==> src/design/obstacle_avoid_phase_fsm_assert.svh <==
// Assertion macros shared by the obstacle-avoidance phase machine.
`ifndef OBSTACLE_AVOID_PHASE_FSM_ASSERT_SVH
`define OBSTACLE_AVOID_PHASE_FSM_ASSERT_SVH

// Same-cycle implication, checked outside reset.
`define OAP_ASSERT_SAME(label, clk, rst, ante, cons) \
   label: assert property (@(posedge clk) disable iff (rst) (ante) |-> (cons)) \
      else $error("oap assertion failed: same-cycle implication");

// Next-cycle implication, checked outside reset.
`define OAP_ASSERT_NEXT(label, clk, rst, ante, cons) \
   label: assert property (@(posedge clk) disable iff (rst) (ante) |=> (cons)) \
      else $error("oap assertion failed: next-cycle implication");

`endif

==> src/design/oap_pkg.sv <==
// Package with types and constants of the obstacle-avoidance phase machine.
`default_nettype none

package oap_pkg;

   typedef enum logic [2:0] {
      PH_CRUISE  = 3'd1,
      PH_HOLD    = 3'd2,
      PH_AVOID   = 3'd3,
      PH_RECHECK = 3'd4
   } phase_type;

   typedef enum logic [2:0] {
      CSR_MODE            = 3'd0,
      CSR_CRUISE_THRESH   = 3'd1,
      CSR_MIN_DISPARITY   = 3'd2,
      CSR_HOLD_WAIT       = 3'd3,
      CSR_CLEAR_THRESH    = 3'd4,
      CSR_RECHECK_THRESH  = 3'd5,
      CSR_RECHECK_WAIT    = 3'd6,
      CSR_CRUISE_CONFIRM  = 3'd7
   } csr_index_type;

   localparam int unsigned CSR_DATA_W = 16;

   localparam logic [7:0] CLEAR_CONFIRM   = 8'd1;
   localparam logic [7:0] RECHECK_CONFIRM = 8'd2;

   typedef struct packed {
      logic        mode;
      logic [15:0] cruise_obstacle_threshold;
      logic [15:0] min_disparity_count;
      logic [15:0] hold_wait_ms;
      logic [15:0] clear_threshold;
      logic [15:0] recheck_threshold;
      logic [15:0] recheck_wait_ms;
      logic [7:0]  cruise_confirm_count;
   } cfg_type;

   typedef struct packed {
      logic [15:0] high_disparities;
      logic [15:0] total_disparities;
      logic [15:0] histogram_obstacle;
      logic [15:0] left_count;
      logic [15:0] right_count;
      logic [31:0] now_ms;
   } req_type;

   typedef struct packed {
      phase_type phase_out;
      logic      obstacle_led;
   } rsp_type;

endpackage

`default_nettype wire

==> src/design/oap_if.sv <==
// Handshake interfaces for the frame input channel and the phase result channel.
`default_nettype none

interface oap_req_if;
   logic        valid;
   logic        ready;
   logic [15:0] high_disparities;
   logic [15:0] total_disparities;
   logic [15:0] histogram_obstacle;
   logic [15:0] left_count;
   logic [15:0] right_count;
   logic [31:0] now_ms;

   modport source (
      output valid, high_disparities, total_disparities, histogram_obstacle,
             left_count, right_count, now_ms,
      input  ready
   );
   modport sink (
      input  valid, high_disparities, total_disparities, histogram_obstacle,
             left_count, right_count, now_ms,
      output ready
   );
endinterface

interface oap_rsp_if;
   logic       valid;
   logic       ready;
   logic [2:0] phase_out;
   logic       obstacle_led;

   modport source (output valid, phase_out, obstacle_led, input ready);
   modport sink (input valid, phase_out, obstacle_led, output ready);
endinterface

`default_nettype wire

==> src/design/oap_csr.sv <==
// Configuration register file of the obstacle-avoidance phase machine.
`default_nettype none

module oap_csr (
   input  wire                           clock,
   input  wire                           reset,
   input  wire                           csr_wr_en,
   input  wire  [2:0]                    csr_index,
   input  wire  [oap_pkg::CSR_DATA_W-1:0] csr_wdata,
   output oap_pkg::cfg_type              cfg
);
   import oap_pkg::*;

   cfg_type cfg_ff;

   always_ff @(posedge clock) begin
      if (reset) begin
         cfg_ff.mode                      <= 1'b0;
         cfg_ff.cruise_obstacle_threshold <= 16'd7;
         cfg_ff.min_disparity_count       <= 16'd20;
         cfg_ff.hold_wait_ms              <= 16'd1300;
         cfg_ff.clear_threshold           <= 16'd10;
         cfg_ff.recheck_threshold         <= 16'd10;
         cfg_ff.recheck_wait_ms           <= 16'd500;
         cfg_ff.cruise_confirm_count      <= 8'd3;
      end else if (csr_wr_en) begin
         case (csr_index_type'(csr_index))
            CSR_MODE:           cfg_ff.mode                      <= csr_wdata[0];
            CSR_CRUISE_THRESH:  cfg_ff.cruise_obstacle_threshold <= csr_wdata;
            CSR_MIN_DISPARITY:  cfg_ff.min_disparity_count       <= csr_wdata;
            CSR_HOLD_WAIT:      cfg_ff.hold_wait_ms              <= csr_wdata;
            CSR_CLEAR_THRESH:   cfg_ff.clear_threshold           <= csr_wdata;
            CSR_RECHECK_THRESH: cfg_ff.recheck_threshold         <= csr_wdata;
            CSR_RECHECK_WAIT:   cfg_ff.recheck_wait_ms           <= csr_wdata;
            CSR_CRUISE_CONFIRM: cfg_ff.cruise_confirm_count      <= csr_wdata[7:0];
            default: ;
         endcase
      end
   end

   assign cfg = cfg_ff;

endmodule

`default_nettype wire

==> src/design/oap_phase.sv <==
// Phase state, hit counters and next-phase logic for one frame.
`default_nettype none

module oap_phase (
   input  wire                    clock,
   input  wire                    reset,
   input  wire                    advance,
   input  wire oap_pkg::cfg_type  cfg,
   input  wire oap_pkg::req_type  frame,
   output oap_pkg::rsp_type       result
);
   import oap_pkg::*;

   phase_type   phase_ff, phase_in;
   logic [7:0]  cruise_hits_ff, cruise_hits_in;
   logic [7:0]  clear_hits_ff, clear_hits_in;
   logic [7:0]  recheck_hits_ff, recheck_hits_in;
   logic [31:0] entry_time_ff, entry_time_in;

   logic [31:0] elapsed;
   logic        seen;
   logic        clear;
   logic        recheck_hit;
   logic [7:0]  cruise_step;
   logic [7:0]  clear_step;
   logic [7:0]  recheck_step;

   function automatic logic [7:0] sat_inc(input logic [7:0] v);
      sat_inc = (v == 8'hFF) ? v : v + 8'd1;
   endfunction

   always_comb begin
      elapsed = frame.now_ms - entry_time_ff;
      seen = (frame.high_disparities > cfg.cruise_obstacle_threshold) ||
             (frame.total_disparities < cfg.min_disparity_count);

      if (cfg.mode) begin
         clear = (frame.high_disparities < cfg.clear_threshold) &&
                 (frame.left_count > cfg.min_disparity_count) &&
                 (frame.right_count > cfg.min_disparity_count);
      end else begin
         clear = (frame.high_disparities < cfg.clear_threshold) &&
                 (frame.total_disparities > cfg.min_disparity_count);
      end
      recheck_hit = (frame.high_disparities > cfg.recheck_threshold) ||
                    (frame.total_disparities < cfg.min_disparity_count);

      if (seen) begin
         cruise_step = sat_inc(cruise_hits_ff);
      end else if (cruise_hits_ff != 8'd0) begin
         cruise_step = cruise_hits_ff - 8'd1;
      end else begin
         cruise_step = cruise_hits_ff;
      end
      clear_step   = clear ? sat_inc(clear_hits_ff) : 8'd0;
      recheck_step = recheck_hit ? sat_inc(recheck_hits_ff) : 8'd0;

      phase_in        = phase_ff;
      cruise_hits_in  = cruise_hits_ff;
      clear_hits_in   = clear_hits_ff;
      recheck_hits_in = recheck_hits_ff;
      entry_time_in   = entry_time_ff;

      case (phase_ff)
         PH_CRUISE: begin
            if (cfg.mode) begin
               // Low-texture rule skips hold and leaves the counter alone.
               if ((frame.histogram_obstacle > cfg.cruise_obstacle_threshold) ||
                   (frame.left_count < cfg.min_disparity_count) ||
                   (frame.right_count < cfg.min_disparity_count)) begin
                  phase_in      = PH_AVOID;
                  entry_time_in = frame.now_ms;
               end
            end else if (cruise_step > cfg.cruise_confirm_count) begin
               phase_in       = PH_HOLD;
               cruise_hits_in = 8'd0;
               entry_time_in  = frame.now_ms;
            end else begin
               cruise_hits_in = cruise_step;
            end
         end
         PH_HOLD: begin
            if (elapsed > {16'd0, cfg.hold_wait_ms}) begin
               phase_in = PH_AVOID;
            end
         end
         PH_AVOID: begin
            if (clear_step > CLEAR_CONFIRM) begin
               phase_in      = PH_RECHECK;
               clear_hits_in = 8'd0;
               entry_time_in = frame.now_ms;
            end else begin
               clear_hits_in = clear_step;
            end
         end
         PH_RECHECK: begin
            if (recheck_step > RECHECK_CONFIRM) begin
               phase_in        = PH_AVOID;
               recheck_hits_in = 8'd0;
            end else if (elapsed > {16'd0, cfg.recheck_wait_ms}) begin
               phase_in        = PH_CRUISE;
               recheck_hits_in = 8'd0;
            end else begin
               recheck_hits_in = recheck_step;
            end
         end
         default: begin
            phase_in = PH_CRUISE;
         end
      endcase

      result.phase_out    = phase_in;
      result.obstacle_led = seen;
   end

   always_ff @(posedge clock) begin
      if (reset) begin
         phase_ff        <= PH_CRUISE;
         cruise_hits_ff  <= 8'd0;
         clear_hits_ff   <= 8'd0;
         recheck_hits_ff <= 8'd0;
         entry_time_ff   <= 32'd0;
      end else if (advance) begin
         phase_ff        <= phase_in;
         cruise_hits_ff  <= cruise_hits_in;
         clear_hits_ff   <= clear_hits_in;
         recheck_hits_ff <= recheck_hits_in;
         entry_time_ff   <= entry_time_in;
      end
   end

endmodule

`default_nettype wire

==> src/design/obstacle_avoid_phase_fsm.sv <==
// Top level of the obstacle-avoidance phase machine.
// Usage:
//   One transaction on req_chan carries one stereo frame: disparity counts and a
//   millisecond timestamp. Each frame yields exactly one transaction on rsp_chan
//   with the phase after the update (1 cruise, 2 hold, 3 avoid, 4 recheck) and
//   the obstacle LED flag.
//   The csr_ port writes the eight configuration registers, one per cycle, with
//   no read-back; write them only while no frame is in flight.
//   An accepted frame sits in the input register until the result register is
//   free; the phase logic then loads its result into the result register.
//   Throughput is one frame per cycle while the receiver does not stall; the phase
//   state update between the input and result registers is the only loop.
//   A synchronous reset empties both registers, returns the phase to cruise,
//   clears the counters and entry time, and restores register defaults.
//   When the receiver stalls, the result register holds; the input register
//   still takes one more frame, and then req_chan.ready drops until the result
//   is taken.
`default_nettype none

`include "obstacle_avoid_phase_fsm_assert.svh"

module obstacle_avoid_phase_fsm (
   input  wire                            clock,
   input  wire                            reset,
   oap_req_if.sink                        req_chan,
   oap_rsp_if.source                      rsp_chan,
   input  wire                            csr_wr_en,
   input  wire  [2:0]                     csr_index,
   input  wire  [oap_pkg::CSR_DATA_W-1:0] csr_wdata
);
   import oap_pkg::*;

   cfg_type cfg;
   req_type frame_ff;
   logic    frame_valid_ff;
   rsp_type result;
   rsp_type result_ff;
   logic    result_valid_ff;
   logic    advance;
   logic    req_accept;

   assign advance    = frame_valid_ff && (!result_valid_ff || rsp_chan.ready);
   assign req_chan.ready = !frame_valid_ff || advance;
   assign req_accept = req_chan.valid && req_chan.ready;

   oap_csr u_csr (
      .clock     (clock),
      .reset     (reset),
      .csr_wr_en (csr_wr_en),
      .csr_index (csr_index),
      .csr_wdata (csr_wdata),
      .cfg       (cfg)
   );

   oap_phase u_phase (
      .clock   (clock),
      .reset   (reset),
      .advance (advance),
      .cfg     (cfg),
      .frame   (frame_ff),
      .result  (result)
   );

   always_ff @(posedge clock) begin
      if (reset) begin
         frame_valid_ff  <= 1'b0;
         result_valid_ff <= 1'b0;
      end else begin
         if (req_accept) begin
            frame_valid_ff <= 1'b1;
         end else if (advance) begin
            frame_valid_ff <= 1'b0;
         end
         if (advance) begin
            result_valid_ff <= 1'b1;
         end else if (rsp_chan.ready) begin
            result_valid_ff <= 1'b0;
         end
      end
   end

   always_ff @(posedge clock) begin
      if (req_accept) begin
         frame_ff.high_disparities   <= req_chan.high_disparities;
         frame_ff.total_disparities  <= req_chan.total_disparities;
         frame_ff.histogram_obstacle <= req_chan.histogram_obstacle;
         frame_ff.left_count         <= req_chan.left_count;
         frame_ff.right_count        <= req_chan.right_count;
         frame_ff.now_ms             <= req_chan.now_ms;
      end
      if (advance) begin
         result_ff <= result;
      end
   end

   assign rsp_chan.valid        = result_valid_ff;
   assign rsp_chan.phase_out    = result_ff.phase_out;
   assign rsp_chan.obstacle_led = result_ff.obstacle_led;

   // A stalled result must never be overwritten by the phase logic.
   `OAP_ASSERT_SAME(a_no_overwrite, clock, reset,
      result_valid_ff && !rsp_chan.ready, !advance)
   // Every accepted frame lands in the input register.
   `OAP_ASSERT_NEXT(a_accept_loads, clock, reset, req_accept, frame_valid_ff)
   // Every frame that leaves the input register produces a result.
   `OAP_ASSERT_NEXT(a_advance_result, clock, reset, advance, result_valid_ff)
   // A frame that cannot move on stays in the input register.
   `OAP_ASSERT_NEXT(a_frame_holds, clock, reset,
      frame_valid_ff && !advance, frame_valid_ff)

endmodule

`default_nettype wire
==> src/flat_wrapper.sv <==
// flat-port wrapper written by rule: the top's interface ports become plain ports
module obstacle_avoid_phase_fsm_flat import oap_pkg::*;
  (clock, reset, csr_wr_en, csr_index, csr_wdata, req_chan_valid, req_chan_high_disparities, req_chan_total_disparities, req_chan_histogram_obstacle, req_chan_left_count, req_chan_right_count, req_chan_now_ms, req_chan_ready, rsp_chan_valid, rsp_chan_phase_out, rsp_chan_obstacle_led, rsp_chan_ready);
  oap_req_if req_chan_i ();
  oap_rsp_if rsp_chan_i ();
  input  wire clock;
  input  wire reset;
  input  wire csr_wr_en;
  input  wire  [2:0] csr_index;
  input  wire  [oap_pkg::CSR_DATA_W-1:0] csr_wdata;
  input wire logic [$bits(req_chan_i.valid)-1:0] req_chan_valid;
  input wire logic [$bits(req_chan_i.high_disparities)-1:0] req_chan_high_disparities;
  input wire logic [$bits(req_chan_i.total_disparities)-1:0] req_chan_total_disparities;
  input wire logic [$bits(req_chan_i.histogram_obstacle)-1:0] req_chan_histogram_obstacle;
  input wire logic [$bits(req_chan_i.left_count)-1:0] req_chan_left_count;
  input wire logic [$bits(req_chan_i.right_count)-1:0] req_chan_right_count;
  input wire logic [$bits(req_chan_i.now_ms)-1:0] req_chan_now_ms;
  output wire logic [$bits(req_chan_i.ready)-1:0] req_chan_ready;
  output wire logic [$bits(rsp_chan_i.valid)-1:0] rsp_chan_valid;
  output wire logic [$bits(rsp_chan_i.phase_out)-1:0] rsp_chan_phase_out;
  output wire logic [$bits(rsp_chan_i.obstacle_led)-1:0] rsp_chan_obstacle_led;
  input wire logic [$bits(rsp_chan_i.ready)-1:0] rsp_chan_ready;
  assign req_chan_i.valid = req_chan_valid;
  assign req_chan_i.high_disparities = req_chan_high_disparities;
  assign req_chan_i.total_disparities = req_chan_total_disparities;
  assign req_chan_i.histogram_obstacle = req_chan_histogram_obstacle;
  assign req_chan_i.left_count = req_chan_left_count;
  assign req_chan_i.right_count = req_chan_right_count;
  assign req_chan_i.now_ms = req_chan_now_ms;
  assign req_chan_ready = req_chan_i.ready;
  assign rsp_chan_valid = rsp_chan_i.valid;
  assign rsp_chan_phase_out = rsp_chan_i.phase_out;
  assign rsp_chan_obstacle_led = rsp_chan_i.obstacle_led;
  assign rsp_chan_i.ready = rsp_chan_ready;
  obstacle_avoid_phase_fsm u_core (.clock(clock), .reset(reset), .req_chan(req_chan_i), .rsp_chan(rsp_chan_i), .csr_wr_en(csr_wr_en), .csr_index(csr_index), .csr_wdata(csr_wdata));
endmodule
==> config.mk <==
export PLATFORM = sky130hd
export DESIGN_NAME = obstacle_avoid_phase_fsm_flat
export DESIGN_NICKNAME = d
export VERILOG_FILES = /design/src/design/oap_pkg.sv /design/src/design/oap_if.sv /design/src/design/oap_csr.sv /design/src/design/oap_phase.sv /design/src/design/obstacle_avoid_phase_fsm.sv /design/src/flat_wrapper.sv
export VERILOG_INCLUDE_DIRS = /design/src /design/src/design
export SDC_FILE = /design/constraint.sdc
export NUM_CORES = 1
export LEC_CHECK = 0
export BUFFER_PORTS_ARGS = -buffer_cell sky130_fd_sc_hd__buf_2
export CAP_MARGIN = 20
export CORE_UTILIZATION = 52
export CTS_CLUSTER_DIAMETER = 80
export DETAILED_ROUTE_END_ITERATION = 6
export PLACE_DENSITY_LB_ADDON = 0.2
export SYNTH_ARGS = -nofsm -noshare
export SYNTH_HDL_FRONTEND = slang
export SYNTH_SLANG_ARGS = --single-unit
==> constraint.sdc <==
create_clock -name clock -period 4.5 [get_ports clock]
set_input_delay 0.9 -clock clock [delete_from_list [all_inputs] [get_ports clock]]
set_output_delay 0.9 -clock clock [all_outputs]
set_load 0.01 [all_outputs]
# Word-level counts from Yosys, hierarchy flattened
# Index checks and enable logic that the tools add are counted.
# op_classes
addsub	5
n_mux	29
n_bitwise	1
n_lt_le_gt_ge	15
reduce_logical	30
eq_ne	17
# op_table
operator	n
$mux 32	4
$gt 16x16->1	6
$mux 8	11
$gt 32x16->1	2
$lt 16x16->1	4
$pmux 32 s2	1
$sub 32x32->32	1
$add 8x1->8 const B	3
$eq 8x8->1 const B	3
$mux 3	7
$reduce_and 2->1	10
$eq 3x3->1 const B	5
$eq 3x2->1 const B	4
$pmux 3 s4	1
$gt 8x1->1 const B	1
$gt 8x2->1 const B	1
$gt 8x8->1	1
$reduce_bool 8->1	1
$sub 8x1->8 const B	1
$eq 3x1->1 const B	2
$logic_or 1x1->1	6
$reduce_bool 2->1	3
$logic_and 1x1->1	5
$mux 1	5
8 further kinds	9
# totals
out_inout_bits	6
reg_bits	282

# Depth between registers and ports, before layout
# Gate-level depths: netlist of the first run.
# depth
ltp_word	8
mapped_depth	24

# Modules after synthesis
# A second synthesis of the first run with hierarchy kept.
# hier_totals
hier_cells	1684
hier_area_um2	16743.6
# modules_own_cells
mod	area_each_um2	instances	seq_area_each_um2	cells_each
oap_phase	8917.3	1	1181.1	1176
oap_csr	4239.1	1	2102.0	382
obstacle_avoid_phase_fsm	3587.2	1	3523.4	126

# Worst setup path before layout of the first run
# No wires, ideal clock.
# synth_timing
kind	register to register
start	register u_core.frame_ff[97] in the netlist's numbering
end	register u_core.u_phase.cruise_hits_ff[7]
path_stages_with_launch	20
arrival_time_ns	4.546
setup_slack_ns	-0.147
required_time_ns	4.399
cell_sequence	edfxtp_1 -> ha_1 -> nor2b_1 -> o21a_1 -> o21a_1 -> o21ai_1 -> a21oi_1 -> o31ai_1 -> and2_1 -> clkbuf_1 -> mux2_2 -> o311ai_0 -> ha_1 -> a21o_1 -> a21oi_1 -> o21ai_0 -> o21a_1 -> nor4b_1 -> inv_1 -> o41ai_1
# synth_between
elab_chain_cells	5
# synth_rtl
item	line	rtl
start: declaration	obstacle_avoid_phase_fsm.sv:34	req_type frame_ff;
$gt 16x16->1 (*)	oap_phase.sv:34	seen = (frame.high_disparities > cfg.cruise_obstacle_threshold) ||
$logic_or 1x1->1 (*)	oap_phase.sv:34	
$mux 8 (*)	oap_phase.sv:48	if (seen) begin
$gt 8x8->1	oap_phase.sv:74	end else if (cruise_step > cfg.cruise_confirm_count) begin
$mux 8 (*)	oap_phase.sv:74	
end signal: assignment	oap_phase.sv:125	cruise_hits_ff <= cruise_hits_in;
end: declaration	oap_phase.sv:15	logic [7:0] cruise_hits_ff, cruise_hits_in;
# Mark *: on every way between the ends. The rest lies on a longest branch, timed or not.
# A chain may end at the register's enable or synchronous reset.

==> results of run 1 <==
critical path: cells and delay by family (launching register included):
| kind | cells | cell delay (ns) |
|---|---|---|
| buffers and inverters | 4 | 0.55 |
| AO/OA/AOI/OAI | 9 | 1.62 |
| multiplexers | 1 | 0.19 |
| AND/OR/NAND/NOR | 5 | 1.03 |
| adder cells (fa/ha/maj) | 2 | 0.53 |
| flip-flops | 1 | 0.43 |
kinds of logic (layout without fill, tap and decap cells):
kind of cell | Yosys count | after routing | synth area share
and+or+nand+nor | 580 | 580 | 0.171
AOI/OAI and AO/OA | 407 | 407 | 0.166
DFF | 282 | 282 | 0.424
buffers and inverters | 215 | 411 | 0.0550
adders and majority gates | 188 | 188 | 0.147
muxes | 40 | 40 | 0.0252
xor gates and xnor gates | 22 | 22 | 0.0125
area by class of cell:
| type | count | area (sq um) | share of cell area |
|---|---|---|---|
| clock buffers | 46 | 902 | 0.0479 |
| clock inverters | 11 | 101 | 0.00538 |
| inverters | 158 | 598 | 0.0317 |
| multi-input cells | 1237 | 8730 | 0.463 |
| flip-flops and latches | 282 | 6810 | 0.361 |
| well taps | 390 | 488 | 0.0259 |
| repair buffers | 196 | 1210 | 0.0644 |
how the worst max path moves through the flow:
stage | startpoint | endpoint | slack [ns]
after detailed placement | u_core.u_csr.cfg[81] | u_core.u_phase.entry_time_ff[27] | -0.15
after global routing | u_core.frame_ff[97] | u_core.u_phase.entry_time_ff[30] | -0.23
after CTS | u_core.frame_ff[97] | u_core.u_phase.entry_time_ff[27] | 0.02
after floorplan | u_core.frame_ff[97] | u_core.u_phase.entry_time_ff[1] | 0.1
final | u_core.frame_ff[97] | u_core.u_phase.entry_time_ff[5] | -0.03
after global placement | u_core.u_csr.cfg[83] | u_core.u_phase.entry_time_ff[14] | -0.03
per-layer routing:
| layer | up-vias | part of all wire | routed length (microns) |
|---|---|---|---|
| met5 | - | 0 | 0 |
| met4 | 0 | 0.017 | 675 |
| met3 | 53 | 0.052 | 2040 |
| met2 | 352 | 0.45 | 17700 |
| met1 | 6223 | 0.48 | 18900 |
| li1 | 6543 | - | - |
state kept, by name, summed over array words and instances (netlist names):
| signal | flops |
|---|---|
| u_core.u_phase.cruise_hits_ff | 8 |
| u_core.u_phase.clear_hits_ff | 8 |
| u_core.u_phase.phase_ff | 3 |
| u_core.u_phase.entry_time_ff | 32 |
| u_core.rsp_chan.phase_out | 3 |
| u_core.frame_valid_ff | 1 |
| u_core.rsp_chan.valid | 1 |
| u_core.u_phase.recheck_hits_ff | 8 |
| u_core.rsp_chan.obstacle_led | 1 |
| u_core.u_csr.cfg | 105 |
| u_core.frame_ff | 112 |
synth_stat cells, drive strengths merged, types with 6 or more instances:
cell,instances
and3,15
a21o,38
a21oi,172
nand3b,7
nor3,18
nor2,116
and2,19
dfxtp,166
o221ai,6
a211o,18
o21ai,50
o21a,15
buf,16
nand2b,11
nand4,47
or3,7
a21boi,6
nor2b,28
a211oi,12
o21bai,7
nand2,248
nand3,32
o31ai,7
xnor2,17
a31oi,8
inv,158
o211ai,13
ha,187
clkbuf,41
edfxtp,116
nor4,11
mux2i,37
timing repair:
| item | in CTS | in global routing |
|---|---|---|
| setup endpoints to repair | 34 | 47 |
| gates resized for setup | 5 | 70 |
| gates cloned | 0 | 2 |
| pin swaps | 1 | 27 |
| hold buffers | 0 | 0 |
| buffers inserted | 0 | 15 |
power groups by stage:
stage | clock network (mW) | logic [mW] | registers [mW]
after floorplan | 0 | 0.811 | 2.88
after global placement | 0 | 1.13 | 2.90
after detailed placement | 0 | 1.16 | 2.90
after CTS | 2.54 | 1.17 | 2.85
after global routing | 2.64 | 1.44 | 2.86
final | 2.48 | 1.29 | 2.85
through the flow:
stage                     std cells  setup slack, ns
after global routing           2320           -0.225
after detailed placement       2244           -0.152
final                          2320          -0.0266
after CTS                      2301           0.0230
after global placement         2244          -0.0295
after floorplan                1734           0.0996
==> results.json, run 1 <==
{
  "required_ns": 4.90,
  "use_met1": 0.352,
  "cts_sinks": 282,
  "track_usage": 0.246,
  "clkPwrFrac": 0.375,
  "pin_count": 142,
  "area_growth_pct": 17.3,
  "design.die.area_sq_um": 31600,
  "grt_pass1_vias": 12200,
  "cts_tree": "built",
  "yosys.area.top_type": "edfxtp_1",
  "clk_latency_ns": 0.56,
  "hold_class": "flip-flop to flip-flop",
  "pwr-share-comb": 0.195,
  "final_common_cell": "nand2_1",
  "port_buffers": 141,
  "worst_slack_ns": -0.0266,
  "post-route-cell-area_sq_um": 18800,
  "slew_headroom": 0.321,
  "antenna_cells": 0,
  "critPathMostFrequentCell": "o21a_1",
  "r2r_setup_slack_ns": -0.03,
  "synth_area_sq_um": 16100,
  "ir_drop_uv": 315,
  "power_switching_mw": 1.79,
  "hold_viol": 0,
  "slowest_delay_ns": 0.49,
  "grt_max_degree": 113,
  "wl_per_cell_microns": 17.0,
  "ys_top_cells_by_area": "edfxtp_1, dfxtp_1, ha_1",
  "fp-row-count": 63,
  "clkTransAtPathRegs_ns": 0.06,
  "reg2reg_depth": 21,
  "drc": 0,
  "dr_total_vias": 13200,
  "final_antenna_net_count": 0,
  "violations": "setup timing",
  "drv_slew": 0,
  "crit_chain": "ha_4 -> nor2b_4 -> o21a_1 -> o21a_1 -> o21ai_2 -> a21oi_2 -> o31ai_2 -> and2_4 -> inv_6 -> buf_6 -> or4_4 -> o311ai_4 -> ha_1 -> nand4_1 -> buf_4 -> o21a_1 -> o221ai_2 -> a21oi_4 -> clkbuf_16 -> mux2i_1 -> nor2_1",
  "synth_top_area_share": 0.217,
  "most-common-layout-cells": "nand2_1, ha_1, a21oi_1, dfxtp_1, inv_1",
  "via_per_inst": 5.68,
  "core_region_area_sq_um": 30000,
  "setup_viol": 14,
  "first_pass_iters": 7,
  "timing.max_cap.violations": 0,
  "cts_buffer_depth": 3,
  "die_h_microns": 178,
  "leakage_nw": 7.46,
  "path_max_fanout": 8,
  "start_util": 0.535,
  "hold_slack_ns": 0.454,
  "fin_util": 0.627,
  "synth_seq_area_share": 0.424,
  "worstHoldPathCells": 2,
  "cp.arrival_ns": 4.93,
  "fill_cells": 2503,
  "swShare": 0.271,
  "max_freq_ghz": 0.221,
  "htree_num_levels": 1,
  "synth_seq_cells": 282,
  "synth_nets": 2058,
  "status": "finished, violations left",
  "worst_pin_slew_ns": 1.02,
  "antenna_found_initial": 0,
  "tns_ns": -0.218,
  "worstHoldStart": "u_core.u_csr.cfg[47]",
  "syn_inst": 1734,
  "rsz0062_at_grt": "yes",
  "synth.avg_cell_area_sq_um": 9.26,
  "total_power_mw": 6.62,
  "crit_type": "flip-flop to flip-flop",
  "die_w_microns": 178,
  "gp_congestion": 0.875,
  "p_int_mw": 4.83,
  "met3_usage": 0.0349,
  "synthFlopType": "dfxtp_1",
  "cp-start-kind": "flip-flop",
  "cts_buffers": 31,
  "final_nets": 2230,
  "drive_gt1_frac": 0.169,
  "busiest_layer": "met2",
  "finalCritPeriodShare": 1.01,
  "p_per_area_nw_per_um2": 351,
  "wl_microns": 39400,
  "hpwlAfterDp_microns": 28600,
  "min_to": "u_core.u_csr.cfg[47]",
  "async_flop_share": 0,
  "reg2reg_to": "u_core.u_phase.entry_time_ff[5]",
  "finalCriticalPeriod_ns": 4.53,
  "overflow": 0,
  "grt_pass1_wl_microns": 62200,
  "drt_iter0_drc": 952,
  "clockRootBuffer": "clkbuf_16",
  "synth_edf_count": 116,
  "crit_slowest_cell": "or4_4",
  "skew_ns": 0.0183,
  "cp-end-kind": "flip-flop",
  "placed_area_sq_um": 17300,
  "seq_power_share": 0.431,
  "worstReg2RegStart": "u_core.frame_ff[97]",
  "gr-usage-met2": 0.396,
  "yosysWarnings": 0,
  "ys_types": 92
}
Power figures use the tool's default switching activity.
==> inputs of run 2 (changes only) <==
PLACE_DENSITY = 0.74   (was not set)
PLACE_DENSITY_LB_ADDON = not set   (was 0.2)
==> results.json, run 2 (synthesis results as in run 1) <==
{
  "placed_area_sq_um": 17300,
  "ir_drop_uv": 285,
  "track_usage": 0.245,
  "overflow": 0,
  "worst_slack_ns": -0.0901,
  "core_region_area_sq_um": 30000,
  "cp_top_family": "compound AO/OA/AOI/OAI gates",
  "antenna_found_initial": 4,
  "hold_viol": 0,
  "most-common-layout-cells": "nand2_1, ha_1, a21oi_1, dfxtp_1, inv_1",
  "cts_tree": "built",
  "crit_buf_inv": 5,
  "final_nets": 2225,
  "status": "finished, violations left",
  "required_ns": 4.91,
  "port_buffers": 141,
  "worst_pin_slew_ns": 1.08,
  "seq_area_sq_um": 6810,
  "final_common_cell": "nand2_1",
  "start_util": 0.535,
  "cp.arrival_ns": 5.00,
  "max_freq_ghz": 0.218,
  "path_max_fanout": 8,
  "crit_chain": "inv_1 -> ha_1 -> a21oi_1 -> o21ai_1 -> o311ai_2 -> buf_4 -> nand2_1 -> and2_4 -> buf_4 -> o311ai_0 -> o21ai_0 -> ha_1 -> a21oi_2 -> o21ai_1 -> o21a_1 -> o221ai_2 -> a21oi_4 -> buf_12 -> clkbuf_16 -> mux2i_1 -> nor2_1",
  "cp-start-kind": "flip-flop",
  "hold_class": "flip-flop to flip-flop",
  "htree_num_levels": 1,
  "cts_sinks": 282,
  "regMostFlops": "u_core.frame_ff",
  "fp-row-count": 63,
  "slowest_delay_ns": 0.48,
  "hpwlAfterDp_microns": 29500,
  "leakage_nw": 7.39,
  "dr_total_vias": 13200,
  "setup_viol": 32,
  "grt_max_degree": 92,
  "cts_buffer_depth": 3,
  "finalCriticalPeriod_ns": 4.59,
  "drv_slew": 0,
  "via_per_inst": 5.71,
  "pin_count": 142,
  "wl_per_cell_microns": 17.3,
  "violations": "setup timing",
  "die_h_microns": 178,
  "fill_cells": 2481,
  "post-route-cell-area_sq_um": 18600,
  "slew_headroom": 0.274,
  "wl_microns": 40100,
  "fin_util": 0.620,
  "grt_pass1_vias": 12300,
  "die_w_microns": 178,
  "p_per_area_nw_per_um2": 349,
  "crit_slowest_cell": "o311ai_0",
  "hold_slack_ns": 0.453,
  "largest_reg_flops": 112,
  "grt_pass1_wl_microns": 62200,
  "drt_iter0_drc": 1238,
  "final_antenna_net_count": 0,
  "clockRootBuffer": "clkbuf_16",
  "crit_type": "flip-flop to flip-flop",
  "total_power_mw": 6.49,
  "first_pass_iters": 5,
  "gp_congestion": 0.908,
  "timing.max_cap.violations": 0,
  "cp-end-kind": "flip-flop",
  "cts_buffers": 31,
  "rsz0062_at_grt": "yes",
  "design.die.area_sq_um": 31600,
  "area_growth_pct": 15.9,
  "clk_latency_ns": 0.56,
  "finalCritPeriodShare": 1.02,
  "drc": 0,
  "multi_input_area_sq_um": 8560,
  "skew_ns": 0.0166,
  "clkTransAtPathRegs_ns": 0.06,
  "drive_gt1_frac": 0.156,
  "holdBufCountCts": 0
}
run 2: worst paths after layout:
kind | startpoint | endpoint | slack [ns] | cells past startpoint
worst min-delay path | u_core.u_csr.cfg[103] | u_core.u_csr.cfg[103] | 0.45 | 2
worst max-delay path | u_core.u_csr.cfg[83] | u_core.u_phase.entry_time_ff[16] | -0.09 | 21
worst max register to register | u_core.u_csr.cfg[83] | u_core.u_phase.entry_time_ff[16] | -0.09 | 21
worst min register to register | u_core.u_csr.cfg[103] | u_core.u_csr.cfg[103] | 0.45 | 2
run 2: power by group:
part	leakage, nW	internal (mW)	switching (mW)
Sequential	2.48	2.78	0.0656
Combinational	4.45	0.542	0.724
Clock	0.464	1.36	1.02
Total	7.39	4.68	1.81
run 2: layout make-up:
cell class,instances,area share
tap,390,0.0262
inverter,158,0.0321
multi-input combinational,1237,0.460
clock inverter,14,0.00423
timing repair buffer,191,0.0643
antenna,4,0.000537
sequential,282,0.366
clock buffer,43,0.0474
run 2: through the flow:
step / setup slack [ns] / setup TNS [ns] / instances
after floorplan: 0.0996 / 0 / 1734
after global placement: 0.0889 / 0 / 2241
after detailed placement: -0.118 / -2.89 / 2241
after CTS: 0.0471 / 0 / 2298
after global routing: -0.303 / -8.97 / 2317
final: -0.0901 / -1.90 / 2319
run 2: metal layers:
layer / GRT usage / up-vias / share of wire
li1: - / 6535 / -
met1: 0.343 / 6219 / 0.46
met2: 0.398 / 430 / 0.45
met3: 0.0349 / 64 / 0.061
met4: 0.0591 / 0 / 0.021
met5: 0 / - / 0
run 2: repair_timing:
action	CTS	global route
pin swaps	0	13
setup buffers	0	13
setup endpoints to repair	35	48
gates resized for setup	2	43
cloned	0	3
run 2: tightest hold or removal path, cell delays in order, from the launching register on:
cell and delay [ns]:
dfxtp_1 0.31, nand2_1 0.05, a21oi_1 0.05
==> inputs of run 3 (changes only) <==
ABC_AREA = 1   (was not set)
==> results.json, run 3 <==
{
  "drv_slew": 0,
  "yosysWarnings": 0,
  "largest_reg_flops": 112,
  "finalCriticalPeriod_ns": 3.94,
  "rsz0062_at_grt": "no",
  "worst_pin_slew_ns": 0.916,
  "wl_microns": 39700,
  "setup_viol": 0,
  "overflow": 0,
  "synth_edf_count": 116,
  "synth_area_sq_um": 16700,
  "fill_cells": 2815,
  "drc": 0,
  "port_buffers": 141,
  "post-route-cell-area_sq_um": 18800,
  "cts_buffer_depth": 3,
  "placed_area_sq_um": 17700,
  "syn_inst": 2122,
  "critPathMostFrequentCell": "nand2_1",
  "placed_cells": 2625,
  "finalCritPeriodShare": 0.876,
  "leakage_nw": 8.59,
  "async_flop_share": 0,
  "die_w_microns": 181,
  "design.die.area_sq_um": 32800,
  "wl_per_cell_microns": 14.8,
  "skew_ns": 0.0299,
  "timing.max_cap.violations": 0,
  "regMostFlops": "u_core.frame_ff",
  "ctsResizeCount": 0,
  "hold_slack_ns": 0.457,
  "ys_top_cells_by_area": "edfxtp_1, dfxtp_1, ha_1",
  "hold_class": "flip-flop to flip-flop",
  "grt_pass1_wl_microns": 64500,
  "synth.most_common_cell": "nand2_1",
  "cts_sinks": 282,
  "cts_setup_buffers": 0,
  "most-common-layout-cells": "nand2_1, inv_1, a21oi_1, ha_1, dfxtp_1",
  "cts_tree": "built",
  "yosys.area.top_type": "edfxtp_1",
  "final_common_cell": "nand2_1",
  "crit_slowest_cell": "dfxtp_1",
  "cp-end-kind": "flip-flop",
  "cp_top_family": "simple AND/OR/NAND/NOR gates",
  "path_max_fanout": 34,
  "holdBufCountCts": 0,
  "fp-row-count": 65,
  "drt_iter0_drc": 877,
  "via_per_inst": 5.31,
  "final_antenna_net_count": 0,
  "synth_nets": 2446,
  "start_util": 0.528,
  "hpwlAfterDp_microns": 30000,
  "cp.arrival_ns": 4.39,
  "slowest_delay_ns": 0.31,
  "synth_seq_cells": 282,
  "grt_pass1_vias": 13500,
  "clk_latency_ns": 0.53,
  "clkTransAtPathRegs_ns": 0.06,
  "tns_ns": 0,
  "synth_top_area_share": 0.209,
  "crit_buf_inv": 3,
  "first_pass_iters": 5,
  "ys_types": 50,
  "status": "completed",
  "grt_max_degree": 77,
  "antenna_found_initial": 4,
  "synth_common_cells": "nand2_1, inv_1, a21oi_1",
  "cp-start-kind": "flip-flop",
  "cts_buffers": 34,
  "synthFlopType": "dfxtp_1",
  "required_ns": 4.95,
  "htree_num_levels": 2,
  "die_h_microns": 181,
  "dr_total_vias": 14300,
  "pin_count": 142,
  "area_growth_pct": 12.7,
  "hold_viol": 0,
  "p_per_area_nw_per_um2": 375,
  "ir_drop_uv": 264,
  "core_region_area_sq_um": 31600,
  "clockRootBuffer": "clkbuf_16",
  "final_nets": 2583,
  "drive_gt1_frac": 0.109,
  "total_power_mw": 7.04,
  "synth.avg_cell_area_sq_um": 7.86,
  "crit_type": "flip-flop to flip-flop",
  "gp_congestion": 0.946,
  "slew_headroom": 0.387,
  "synth_seq_area_share": 0.408,
  "track_usage": 0.242,
  "stdcell_count": 2690,
  "max_freq_ghz": 0.254
}
==> run 3: cell types whose count changed in the layout (fill, tap and decap cells not counted), sizes merged, moves of 39 or more <==
cell   change
a21oi     +58
buf       -39
o21ai     +71
nor2      +49
inv      +185
nand3     +43
nand2    +231
==> run 3: worst paths after layout <==
check / depth (start not counted) / endpoint / from / slack (ns)
max: 25 / u_core.u_phase.entry_time_ff[11] / u_core.u_csr.cfg[75] / 0.56
min: 2 / u_core.u_csr.cfg[51] / u_core.u_csr.cfg[51] / 0.46
max reg2reg: 25 / u_core.u_phase.entry_time_ff[11] / u_core.u_csr.cfg[75] / 0.56
min reg2reg: 2 / u_core.u_csr.cfg[51] / u_core.u_csr.cfg[51] / 0.46
==> run 3: area by class of cell <==
| cell class | instances | area, sq um | area share |
|---|---|---|---|
| Timing Repair Buffer | 149 | 778 | 0.0414 |
| Tap cell | 402 | 503 | 0.0268 |
| Clock buffer | 50 | 952 | 0.0507 |
| Clock inverter | 12 | 86.3 | 0.00459 |
| Sequential cell | 282 | 6810 | 0.362 |
| Inverter | 343 | 1290 | 0.0687 |
| Multi-Input combinational cell | 1449 | 8370 | 0.445 |
| Antenna cell | 3 | 7.51 | 0.000399 |
==> run 3: kinds of logic (layout without fill, tap and decap cells) <==
logic type | after synthesis | after routing | synth area share
AOI/OAI and AO/OA | 400 | 400 | 0.128
xor gates and xnor gates | 23 | 23 | 0.0121
adders and majority gates | 188 | 188 | 0.142
buffers and inverters | 391 | 554 | 0.0901
DFF | 282 | 282 | 0.408
other | 0 | 3 | 0
and+or+nand+nor | 838 | 838 | 0.220
==> run 3: metrics by stage <==
stage | setup slack [ns] | util
finish | 0.560 | 0.596
CTS | 0.617 | 0.595
detailed placement | 0.638 | 0.562
global placement | 0.815 | 0.562
floorplan | 0.690 | -
global route | 0.0716 | 0.596
==> run 3: worst min-delay path: cells and delay by family (launching register included) <==
| family | cells | cell delay [ns] |
|---|---|---|
| AO/OA/AOI/OAI | 1 | 0.05 |
| flip-flops | 1 | 0.30 |
| buffers and inverters | 1 | 0.06 |
==> run 3: metal layers <==
layer  track usage  share of wire  up-vias
met5             0              0        -
met4        0.0936          0.034        0
met3        0.0333          0.055       86
met2         0.415           0.47      377
met1         0.309           0.44     6504
li1              -              -     7304
==> run 3: report_power, final <==
group / switching [mW] / internal, mW
clock network: 1.07 / 1.48
logic: 1.04 / 0.576
registers: 0.0669 / 2.81
